`config.mk`:
```
export PLATFORM = sky130hd
export DESIGN_NAME = coordinate_rms_deviation_unit
export DESIGN_NICKNAME = d
export VERILOG_FILES = /design/src/rtl/crd_pkg.sv /design/src/rtl/crd_front.sv /design/src/rtl/crd_queue.sv /design/src/rtl/crd_back.sv /design/src/rtl/coordinate_rms_deviation_unit.sv
export SDC_FILE = /design/constraint.sdc
export NUM_CORES = 2
export LEC_CHECK = 0
export BUFFER_PORTS_ARGS = -buffer_cell sky130_fd_sc_hd__clkbuf_2
export CORE_MARGIN = 10
export CORE_UTILIZATION = 55
export CTS_CLUSTER_DIAMETER = 60
export DETAILED_ROUTE_END_ITERATION = 8
export PLACE_DENSITY_LB_ADDON = 0.1
export SYNTH_ARGS = -nofsm -noshare
export SYNTH_HDL_FRONTEND = slang
export SYNTH_SLANG_ARGS = --single-unit
```
`constraint.sdc`:
```
create_clock -name clk -period 28 [get_ports clk]
set_input_delay 1.4 -clock clk [delete_from_list [all_inputs] [get_ports clk]]
set_output_delay 1.4 -clock clk [all_outputs]
set_load 0.03 [all_outputs]
```
`src/rtl/crd_pkg.sv`:
```
// shared widths, defaults and types for the coordinate rms deviation unit
package crd_pkg;

  localparam int FIELD_W        = 20;     // coordinate port width
  localparam int SUM_W          = 60;     // running sum of squares
  localparam int CNT_W          = 17;     // atom count
  localparam int RMS_W          = 21;     // result width
  localparam int ROOT_W         = SUM_W / 2;
  localparam int AXES           = 3;
  localparam int QDEPTH         = 2;      // sets waiting between front and back
  localparam int MAX_ATOMS_DEF  = 65536;
  localparam int COORD_BITS_DEF = 20;

  typedef struct packed {
    logic [SUM_W-1:0] sum;
    logic [CNT_W-1:0] count;
    logic             ovf;
  } crd_set_t;

endpackage

```
`src/rtl/crd_front.sv`:
```
// front part: squared differences pipeline and per-set accumulator
module crd_front import crd_pkg::*; #(
  parameter int COORD_BITS = COORD_BITS_DEF,
  parameter int MAX_ATOMS  = MAX_ATOMS_DEF
) (
  input  logic               clk,
  input  logic               rst,
  input  logic               in_valid,
  output logic               stall,
  input  logic [FIELD_W-1:0] src [AXES],
  input  logic [FIELD_W-1:0] tgt [AXES],
  input  logic               last_in,
  output logic               q_push,
  output crd_set_t           q_data,
  input  logic               q_full
);

  localparam int DW   = COORD_BITS + 1;
  localparam int SQ_W = 2 * DW;
  localparam int SS_W = SQ_W + 2;

  logic [DW-1:0]   sc [AXES];
  logic [DW-1:0]   tc [AXES];
  logic [DW-1:0]   dif [AXES];
  logic [DW-1:0]   ad_next [AXES];

  // stage 1: absolute differences
  logic            v1, last1;
  logic [DW-1:0]   ad [AXES];
  // stage 2: squares
  logic            v2, last2;
  logic [SQ_W-1:0] sq [AXES];
  // stage 3: per-atom sum
  logic            v3, last3;
  logic [SS_W-1:0] ssum;

  // accumulator
  logic [SUM_W-1:0] squared_sum, sum_next;
  logic [CNT_W-1:0] atom_count, count_next;
  logic             overflow_seen, ovf_next;

  always_comb begin
    for (int i = 0; i < AXES; i++) begin
      sc[i]  = {src[i][COORD_BITS-1], src[i][COORD_BITS-1:0]};
      tc[i]  = {tgt[i][COORD_BITS-1], tgt[i][COORD_BITS-1:0]};
      dif[i] = sc[i] - tc[i];
      ad_next[i] = dif[i][DW-1] ? DW'(-dif[i]) : dif[i];
    end
  end

  assign stall = v3 && last3 && q_full;

  always_comb begin
    if (atom_count < CNT_W'(MAX_ATOMS)) begin
      sum_next   = squared_sum + SUM_W'(ssum);
      count_next = atom_count + CNT_W'(1);
      ovf_next   = overflow_seen;
    end else begin
      sum_next   = squared_sum;
      count_next = atom_count;
      ovf_next   = 1'b1;
    end
  end

  assign q_push       = v3 && last3 && !q_full;
  assign q_data.sum   = sum_next;
  assign q_data.count = count_next;
  assign q_data.ovf   = ovf_next;

  always_ff @(posedge clk) begin
    if (rst) begin
      v1            <= 1'b0;
      v2            <= 1'b0;
      v3            <= 1'b0;
      squared_sum   <= '0;
      atom_count    <= '0;
      overflow_seen <= 1'b0;
    end else if (!stall) begin
      v1    <= in_valid;
      last1 <= last_in;
      ad    <= ad_next;
      v2    <= v1;
      last2 <= last1;
      for (int i = 0; i < AXES; i++) begin
        sq[i] <= SQ_W'(ad[i] * ad[i]);
      end
      v3    <= v2;
      last3 <= last2;
      ssum  <= SS_W'(sq[0]) + SS_W'(sq[1]) + SS_W'(sq[2]);
      if (v3) begin
        if (last3) begin
          squared_sum   <= '0;
          atom_count    <= '0;
          overflow_seen <= 1'b0;
        end else begin
          squared_sum   <= sum_next;
          atom_count    <= count_next;
          overflow_seen <= ovf_next;
        end
      end
    end
  end

endmodule

```
`src/rtl/crd_queue.sv`:
```
// short queue of finished sets between the front and back parts
module crd_queue import crd_pkg::*; (
  input  logic     clk,
  input  logic     rst,
  input  logic     push,
  input  crd_set_t wdata,
  output logic     full,
  input  logic     pop,
  output crd_set_t rdata,
  output logic     empty
);

  localparam int PTR_W = (QDEPTH > 1) ? $clog2(QDEPTH) : 1;
  localparam int FILL_W = $clog2(QDEPTH + 1);

  crd_set_t            slots [QDEPTH];
  logic [PTR_W-1:0]    wr_ptr, rd_ptr;
  logic [FILL_W-1:0]   fill;
  logic                do_push, do_pop;

  assign full    = (fill == FILL_W'(QDEPTH));
  assign empty   = (fill == '0);
  assign do_push = push && !full;
  assign do_pop  = pop && !empty;
  assign rdata   = slots[rd_ptr];

  always_ff @(posedge clk) begin
    if (rst) begin
      wr_ptr <= '0;
      rd_ptr <= '0;
      fill   <= '0;
    end else begin
      if (do_push) begin
        slots[wr_ptr] <= wdata;
        wr_ptr <= (wr_ptr == PTR_W'(QDEPTH - 1)) ? '0 : wr_ptr + PTR_W'(1);
      end
      if (do_pop) begin
        rd_ptr <= (rd_ptr == PTR_W'(QDEPTH - 1)) ? '0 : rd_ptr + PTR_W'(1);
      end
      if (do_push && !do_pop) begin
        fill <= fill + FILL_W'(1);
      end else if (do_pop && !do_push) begin
        fill <= fill - FILL_W'(1);
      end
    end
  end

endmodule

```
`src/rtl/crd_back.sv`:
```
// back part: serial divide, serial square root and result register
module crd_back import crd_pkg::*; (
  input  logic             clk,
  input  logic             rst,
  input  logic             q_empty,
  input  crd_set_t         q_data,
  output logic             q_pop,
  output logic             empty,
  input  logic             pop,
  output logic [RMS_W-1:0] rms_value,
  output logic [CNT_W-1:0] atom_total,
  output logic             count_overflow
);

  localparam int STEP_W = $clog2(SUM_W);
  localparam int SR_W   = ROOT_W + 3;

  typedef enum logic [1:0] {IDLE, DIV, ROOT, HOLD} state_t;

  state_t            state;
  logic [STEP_W-1:0] step;
  logic [SUM_W-1:0]  work;      // dividend, then quotient, then radicand
  logic [CNT_W-1:0]  divisor;
  logic [CNT_W-1:0]  rem;
  logic              ovf;
  logic [ROOT_W-1:0] root;
  logic [SR_W-1:0]   sq_rem;
  logic              out_valid;
  logic              load_result;

  logic [CNT_W:0]    div_shift;
  logic              div_ge;
  logic [CNT_W:0]    div_sub;
  logic [SR_W-1:0]   sr_shift;
  logic [SR_W-1:0]   sr_trial;
  logic              sr_ge;

  always_comb begin
    div_shift = {rem, work[SUM_W-1]};
    div_ge    = div_shift >= {1'b0, divisor};
    div_sub   = div_shift - {1'b0, divisor};
    sr_shift  = {sq_rem[SR_W-3:0], work[SUM_W-1:SUM_W-2]};
    sr_trial  = SR_W'({root, 2'b01});
    sr_ge     = sr_shift >= sr_trial;
  end

  assign q_pop       = (state == IDLE) && !q_empty;
  assign empty       = !out_valid;
  // result slot is free, or its transaction leaves this cycle
  assign load_result = (state == HOLD) && (!out_valid || pop);

  always_ff @(posedge clk) begin
    if (rst) begin
      state     <= IDLE;
      out_valid <= 1'b0;
    end else begin
      if (load_result) begin
        out_valid <= 1'b1;
      end else if (pop && out_valid) begin
        out_valid <= 1'b0;
      end
      unique case (state)
        IDLE: begin
          if (!q_empty) begin
            work    <= q_data.sum;
            divisor <= q_data.count;
            ovf     <= q_data.ovf;
            rem     <= '0;
            step    <= '0;
            state   <= DIV;
          end
        end
        DIV: begin
          // one quotient bit a cycle, quotient shifts into the low end
          rem  <= div_ge ? div_sub[CNT_W-1:0] : div_shift[CNT_W-1:0];
          work <= {work[SUM_W-2:0], div_ge};
          if (step == STEP_W'(SUM_W - 1)) begin
            step   <= '0;
            root   <= '0;
            sq_rem <= '0;
            state  <= ROOT;
          end else begin
            step <= step + STEP_W'(1);
          end
        end
        ROOT: begin
          // one root bit a cycle from two radicand bits
          sq_rem <= sr_ge ? sr_shift - sr_trial : sr_shift;
          root   <= {root[ROOT_W-2:0], sr_ge};
          work   <= {work[SUM_W-3:0], 2'b00};
          if (step == STEP_W'(ROOT_W - 1)) begin
            state <= HOLD;
          end else begin
            step <= step + STEP_W'(1);
          end
        end
        HOLD: begin
          if (load_result) begin
            rms_value      <= root[RMS_W-1:0];
            atom_total     <= divisor;
            count_overflow <= ovf;
            state          <= IDLE;
          end
        end
        default: state <= IDLE;
      endcase
    end
  end

endmodule

```
`src/rtl/coordinate_rms_deviation_unit.sv`:
```
// top level of the coordinate rms deviation unit
//
//  channel  | handshake             | payload
//  ---------+-----------------------+---------------------------------------------
//  atoms    | push / full           | source_x..z, target_x..z, last_atom
//  results  | pop / empty           | rms_value, atom_total, count_overflow
//
// an atom is taken every cycle while full is low; full rises only when a set's
// last atom leaves the square pipeline and the set queue is full
// a set's last atom passes the 3 pipeline stages; its totals then go through the
// set queue, the serial divide and the serial square root in the back part
// the back part takes the next set only after the last result enters the slot
// reset (rst, synchronous) clears the accumulator, the queue and the result slot
module coordinate_rms_deviation_unit import crd_pkg::*; #(
  parameter int MAX_ATOMS  = MAX_ATOMS_DEF,
  parameter int COORD_BITS = COORD_BITS_DEF
) (
  input  logic               clk,
  input  logic               rst,
  input  logic               push,
  output logic               full,
  input  logic [FIELD_W-1:0] source_x,
  input  logic [FIELD_W-1:0] source_y,
  input  logic [FIELD_W-1:0] source_z,
  input  logic [FIELD_W-1:0] target_x,
  input  logic [FIELD_W-1:0] target_y,
  input  logic [FIELD_W-1:0] target_z,
  input  logic               last_atom,
  output logic               empty,
  input  logic               pop,
  output logic [RMS_W-1:0]   rms_value,
  output logic [CNT_W-1:0]   atom_total,
  output logic               count_overflow
);

  // coordinates grouped per axis for the front part
  logic [FIELD_W-1:0] src [AXES];
  logic [FIELD_W-1:0] tgt [AXES];

  // front to queue
  logic     f_push;
  crd_set_t f_data;
  logic     q_full;

  // queue to back
  logic     q_pop;
  crd_set_t q_data;
  logic     q_empty;

  assign src[0] = source_x;
  assign src[1] = source_y;
  assign src[2] = source_z;
  assign tgt[0] = target_x;
  assign tgt[1] = target_y;
  assign tgt[2] = target_z;

  // front: absolute differences, squares, per-atom sum, running sum and count;
  // a set's last atom pushes the finished totals into the queue
  crd_front #(
    .COORD_BITS (COORD_BITS),
    .MAX_ATOMS  (MAX_ATOMS)
  ) u_front (
    .clk      (clk),
    .rst      (rst),
    .in_valid (push),
    .stall    (full),
    .src      (src),
    .tgt      (tgt),
    .last_in  (last_atom),
    .q_push   (f_push),
    .q_data   (f_data),
    .q_full   (q_full)
  );

  // finished sets wait here while the back part is busy
  crd_queue u_queue (
    .clk   (clk),
    .rst   (rst),
    .push  (f_push),
    .wdata (f_data),
    .full  (q_full),
    .pop   (q_pop),
    .rdata (q_data),
    .empty (q_empty)
  );

  // back: mean by serial divide, floor root, then the result slot
  crd_back u_back (
    .clk            (clk),
    .rst            (rst),
    .q_empty        (q_empty),
    .q_data         (q_data),
    .q_pop          (q_pop),
    .empty          (empty),
    .pop            (pop),
    .rms_value      (rms_value),
    .atom_total     (atom_total),
    .count_overflow (count_overflow)
  );

endmodule

```
# [Word level (Yosys, flattened, before mapping)]
# Memory sizes are Yosys's and may differ from the RTL's. A register that Yosys moved wholly into a read port is not among the register bits.
# Cells that the tools add are included.
[classes] add_sub_neg=17 mul=3 div=0 magnitude_cmp=3 eq_ne=11 shifts=0 muxes=42 bitwise_logic=3 reduce_logical=32
[ops] operator="two-way mux 60 bit" n=3
[ops] operator="one-hot mux 60 bit (3 select lines)" n=1
[ops] operator="multiplier 21 x 21 -> 42 bit" n=3
[ops] operator="two-way mux 17 bit" n=4
[ops] operator="negator 21 bit" n=3
[ops] operator="subtractor 20 x 20 -> 21 bit" n=3
[ops] operator="two-way mux 31 bit" n=2
[ops] operator="one-hot mux 31 bit (2 select lines)" n=1
[ops] operator="adder 60 x 44 -> 60 bit" n=1
[ops] operator="two-way mux 20 bit" n=3
[ops] operator="one-hot mux 30 bit (2 select lines)" n=1
[ops] operator="adder 44 x 42 -> 44 bit" n=1
[ops] operator="adder 42 x 42 -> 43 bit" n=1
[ops] operator="one-hot mux 17 bit (2 select lines)" n=1
[ops] operator=">= comparator 33 x 32 -> 1 bit" n=1
[ops] operator="subtractor 31 bit" n=1
[ops] operator="two-way mux 30 bit" n=1
[ops] operator=">= comparator 18 x 17 -> 1 bit" n=1
[ops] operator="two-way mux 6 bit" n=3
[ops] operator="one-hot mux 6 bit (3 select lines)" n=1
[ops] operator="adder 17 x 1 -> 17 bit, second input constant" n=1
[ops] operator="< comparator 17 bit, second input constant" n=1
[ops] operator="subtractor 17 bit" n=1
[ops] operator="AND reduction 3 bit" n=5
[ops] operator="other kinds (22)" n=67
[totals] register_bits=399 latch_bits=0 ramBits=282 mem_bits_ro=0 input_bits=125 output_inout_bits=41 elab_cells=144 memories=2
[memory_table] name="u_queue.slots" depth=2 width=78 rd=1 rd_ports_with_merged_regs=1 wr=1 line="crd_queue.sv:16" rtl="crd_set_t slots [QDEPTH];"
[memory_table] name="u_front.sq" depth=3 width=42 rd=3 rd_ports_with_merged_regs=0 wr=3 line="crd_front.sv:32" rtl="logic [SQ_W-1:0] sq [AXES];"

# [Depth between registers and ports, before layout]
[depth] word_depth=8 depth_mapped=28 depth_no_buf=28

# [Modules after synthesis]
# From an unflattened synthesis, not the netlist that was laid out.
[hier_totals] hier_cells=7546 hier_area_um2=75184.6
[by_module_without_submodules] module="crd_front" n_inst=1 cells_per_inst=6274 area_per_inst_um2=58239.6 seq_area_each_um2=8618.3
[by_module_without_submodules] module="crd_back" n_inst=1 cells_per_inst=1003 area_per_inst_um2=11010.6 seq_area_each_um2=6095.8
[by_module_without_submodules] module="crd_queue" n_inst=1 cells_per_inst=269 area_per_inst_um2=5934.4 seq_area_each_um2=4784.6

# [Worst setup path before layout]
# No wires, ideal clock.
[synth_timing] kind="input -> register" startpoint="input rst" endpoint="register u_front.ad[0] (netlist bit), enable pin" setup_ns=0.832 t_arrival_ns=11.476 required_time_ns=27.168 setup_slack_ns=15.692 stages=3 path_buffers=2 cell_sequence="clkbuf_1 -> clkbuf_1 -> nor2_1"
[synth_via] elab_chain_cells=2
[synth_rtl] item="start, declared" line="coordinate_rms_deviation_unit.sv:19" rtl="input logic rst,"
[synth_rtl] item="NOT 1 bit (no source line)"
[synth_rtl] item="AND reduction 2 bit (no source line)"
[synth_rtl] item="end signal, assigned" line="crd_front.sv:81" rtl="ad <= ad_next;"
[synth_rtl] item="end, declared" line="crd_front.sv:29" rtl="logic [DW-1:0] ad [AXES];"
# No other way between the ends.
# A chain may end at the register's enable or synchronous reset.

==> impl_metrics.yaml <==
logic_synthesis:
  ys_seq_area_share_pct: 26.1
  ys_types: 89
  synth_top_family_by_area: "adder cells"
  synth_area_mm2: 0.0747
  synth_fp_nets: 9299
  ys_ff_latch: 679
  synth_simple_gate_area_share_pct: 11.6
  synth_common_cells: "1392 x inv_1, 936 x fa_1, 702 x ha_1"
  synth_edf_count: 590
  synthAdderAreaFrac_pct: 36.9
  synth-main-ff-cell: "edfxtp_1"
  synthArstFlopShare_pct: 0
  synth.area.mux_share_pct: 0.868
  synth_cells: 7536
  yosysMostFrequentCell: "inv_1"
  yosys.area.top_type: "fa_1"
  synthTopCellsByArea: "fa_1 25%, edfxtp_1 24%, ha_1 12%"
  yosys.area.top_type_share_pct: 25.1
  yosys_warnings: 0
  synth.avg_cell_area_um2: 9.91
  synth-compound-area-share_pct: 11.2
  synth_xor_area_share_pct: 5.03
layout:
  final_cells: 9417
  antenna_cells: 0
  drive_gt1_share_pct: 5.68
  fin_nets: 9327
  area_growth_pct: 7.14
sta:
  worst_pin_slew_ns: 1.25
  rsz0062_at_grt: "no"
  fin_crit_ns: 8.27
  maxSlewHeadroom_pct: 16.6
  skew_ns: 0.0629
  slew_viol_final: 0
  setup_ws_ns: 19.73
  fin_crit_sh_pct: 29.5
  tns_ns: 0
  finalHoldViolations: 0
  max_freq_ghz: 0.121
  setup_viol: 0
critical_path:
  cp_max_fo: 17
  crit_type: "reg2reg"
  critPathLaunchType: "register"
  cpMaxStageDelayCell: "edfxtp_1"
  cp.arrival_ns: 8.70
  endpoint_kind: "register"
  cp.required_ns: 28.43
  crit_family: "adder cells"
  crit_buf_inv: 6
  cpPeakStageDelay_ns: 0.82
clocking:
  htreeDepth: 3
  cts_root_buf: "clkbuf_16"
  numCtsBuffers: 85
  clkLatencyLatePin_ns: 0.70
  max-clock-path-buffers: 3
  clkSinkCount: 679
  post_cts_resized: 0
  cts.clk_slew.worst_paths_ns: 0.06
  postCtsSetupBuffers: 0
  postCtsHoldBufs: 0
  cts_tree: "yes"
routing:
  drt-total-wl_mm: 162
  vias: 51500
  antenna_left: 0
  drtPass1Iterations: 5
  wl_per_cell_um: 17.2
  drt_iter0_markers: 3164
  drc_errors: 0
  vias_per_cell: 5.47
grt:
  track_usage_pct: 21.8
  grt_max_degree: 103
  grt_pass1_wl_mm: 273
  grt.overflow.total: 0
  antenna_found_initial: 0
  grt_pass1_vias: 53900
placed_design:
  hpwl_mm: 128
  preCtsSetupSlack_ns: 19.87
  io_buffers: 165
  place_inst: 9258
  gp_congestion: 0.893
floorplanning:
  coreArea_mm2: 0.135
  start_util_pct: 55.2
  dieWidth_um: 388
  row_count: 135
  dieHeight_um: 388
  ios: 166
  floorplan.die_area_mm2: 0.151
min_path:
  hold_class: "reg2reg"
run_status:
  status: "finished, final reports clean"
flow_run:
  cap_violations: 0
==> per-layer routing <==
| metal | vias up | wire length (um) | global-route usage (%) |
|---|---|---|---|
| met2 | 1064 | 79000 | 37.6 |
| met4 | 0 | 3250 | 5.02 |
| met1 | 25300 | 72300 | 29.5 |
| met5 | - | 0 | 0 |
| li1 | 24900 | - | - |
| met3 | 232 | 7510 | 2.70 |
==> worst reg2reg max path: cells and delay by family (launching register included) <==
kind	cells	cell delay, ns
AOI/OAI and AO/OA	8	1.93
and+or+nand+nor	4	1.00
adders and majority gates	8	3.65
buffers and inverters	6	0.60
DFF	1	0.82
==> logic make-up after synthesis <==
kind of cell,after synthesis
xor gates and xnor gates,429
muxes,61
and+or+nand+nor,1779
DFF,679
AOI/OAI and AO/OA,1296
buffers and inverters,1654
adders and majority gates,1638
==> cell type report <==
cell class                 count  area [um^2]
fill                       11600        55100
clock buffer                 104         2320
tap                         1781         2230
sequential                   679        19500
multi-input combinational   5203        49000
timing repair buffer         203         1110
inverter                    1392         5230
clock inverter                55          571
==> sequential cells by signal, indices dropped and copies added (netlist names), 21 cells and up, named ones only <==
register,cells
u_front.squared_sum,60
u_front.ad,63
u_queue.slots,156
u_back.sq_rem,31
u_front.sq,123
u_back.root,30
u_back.rms_value,21
u_front.ssum,44
u_back.work,60
==> worst paths after layout <==
kind,start,endpoint,slack [ns],depth (start not counted)
worst max-delay path,u_front.ad[26],u_front.sq[0][80],19.73,26
worst min-delay path,u_front.last2,u_front.last3,0.42,0
worst max register to register,u_front.ad[26],u_front.sq[0][80],19.73,26
worst min register to register,u_front.last2,u_front.last3,0.42,0
==> metrics by stage <==
step	instance area [um^2]	util (%)	hold slack, ns
2_1_floorplan	74700	-	0.400
3_3_place_gp	77100	57.1	0.409
5_1_grt	80000	59.2	0.429
6_report	80000	59.2	0.419
4_1_cts	80000	59.2	0.422
3_5_place_dp	77100	57.1	0.410
==> cell usage in the layout, fill, tap and decap left out, types with 165 or more instances in the layout <==
cell type and n:
nor2_1 349, nand2_1 616, inv_1 1391, clkbuf_2 165
edfxtp_1 590, a21oi_1 378, fa_1 936, and2_1 285
xnor2_1 281, ha_1 699, o21ai_0 228
Power is left out: the tool's default activity adds up to more than one toggle a clock period on the data nets, which glitch-free logic cannot reach.
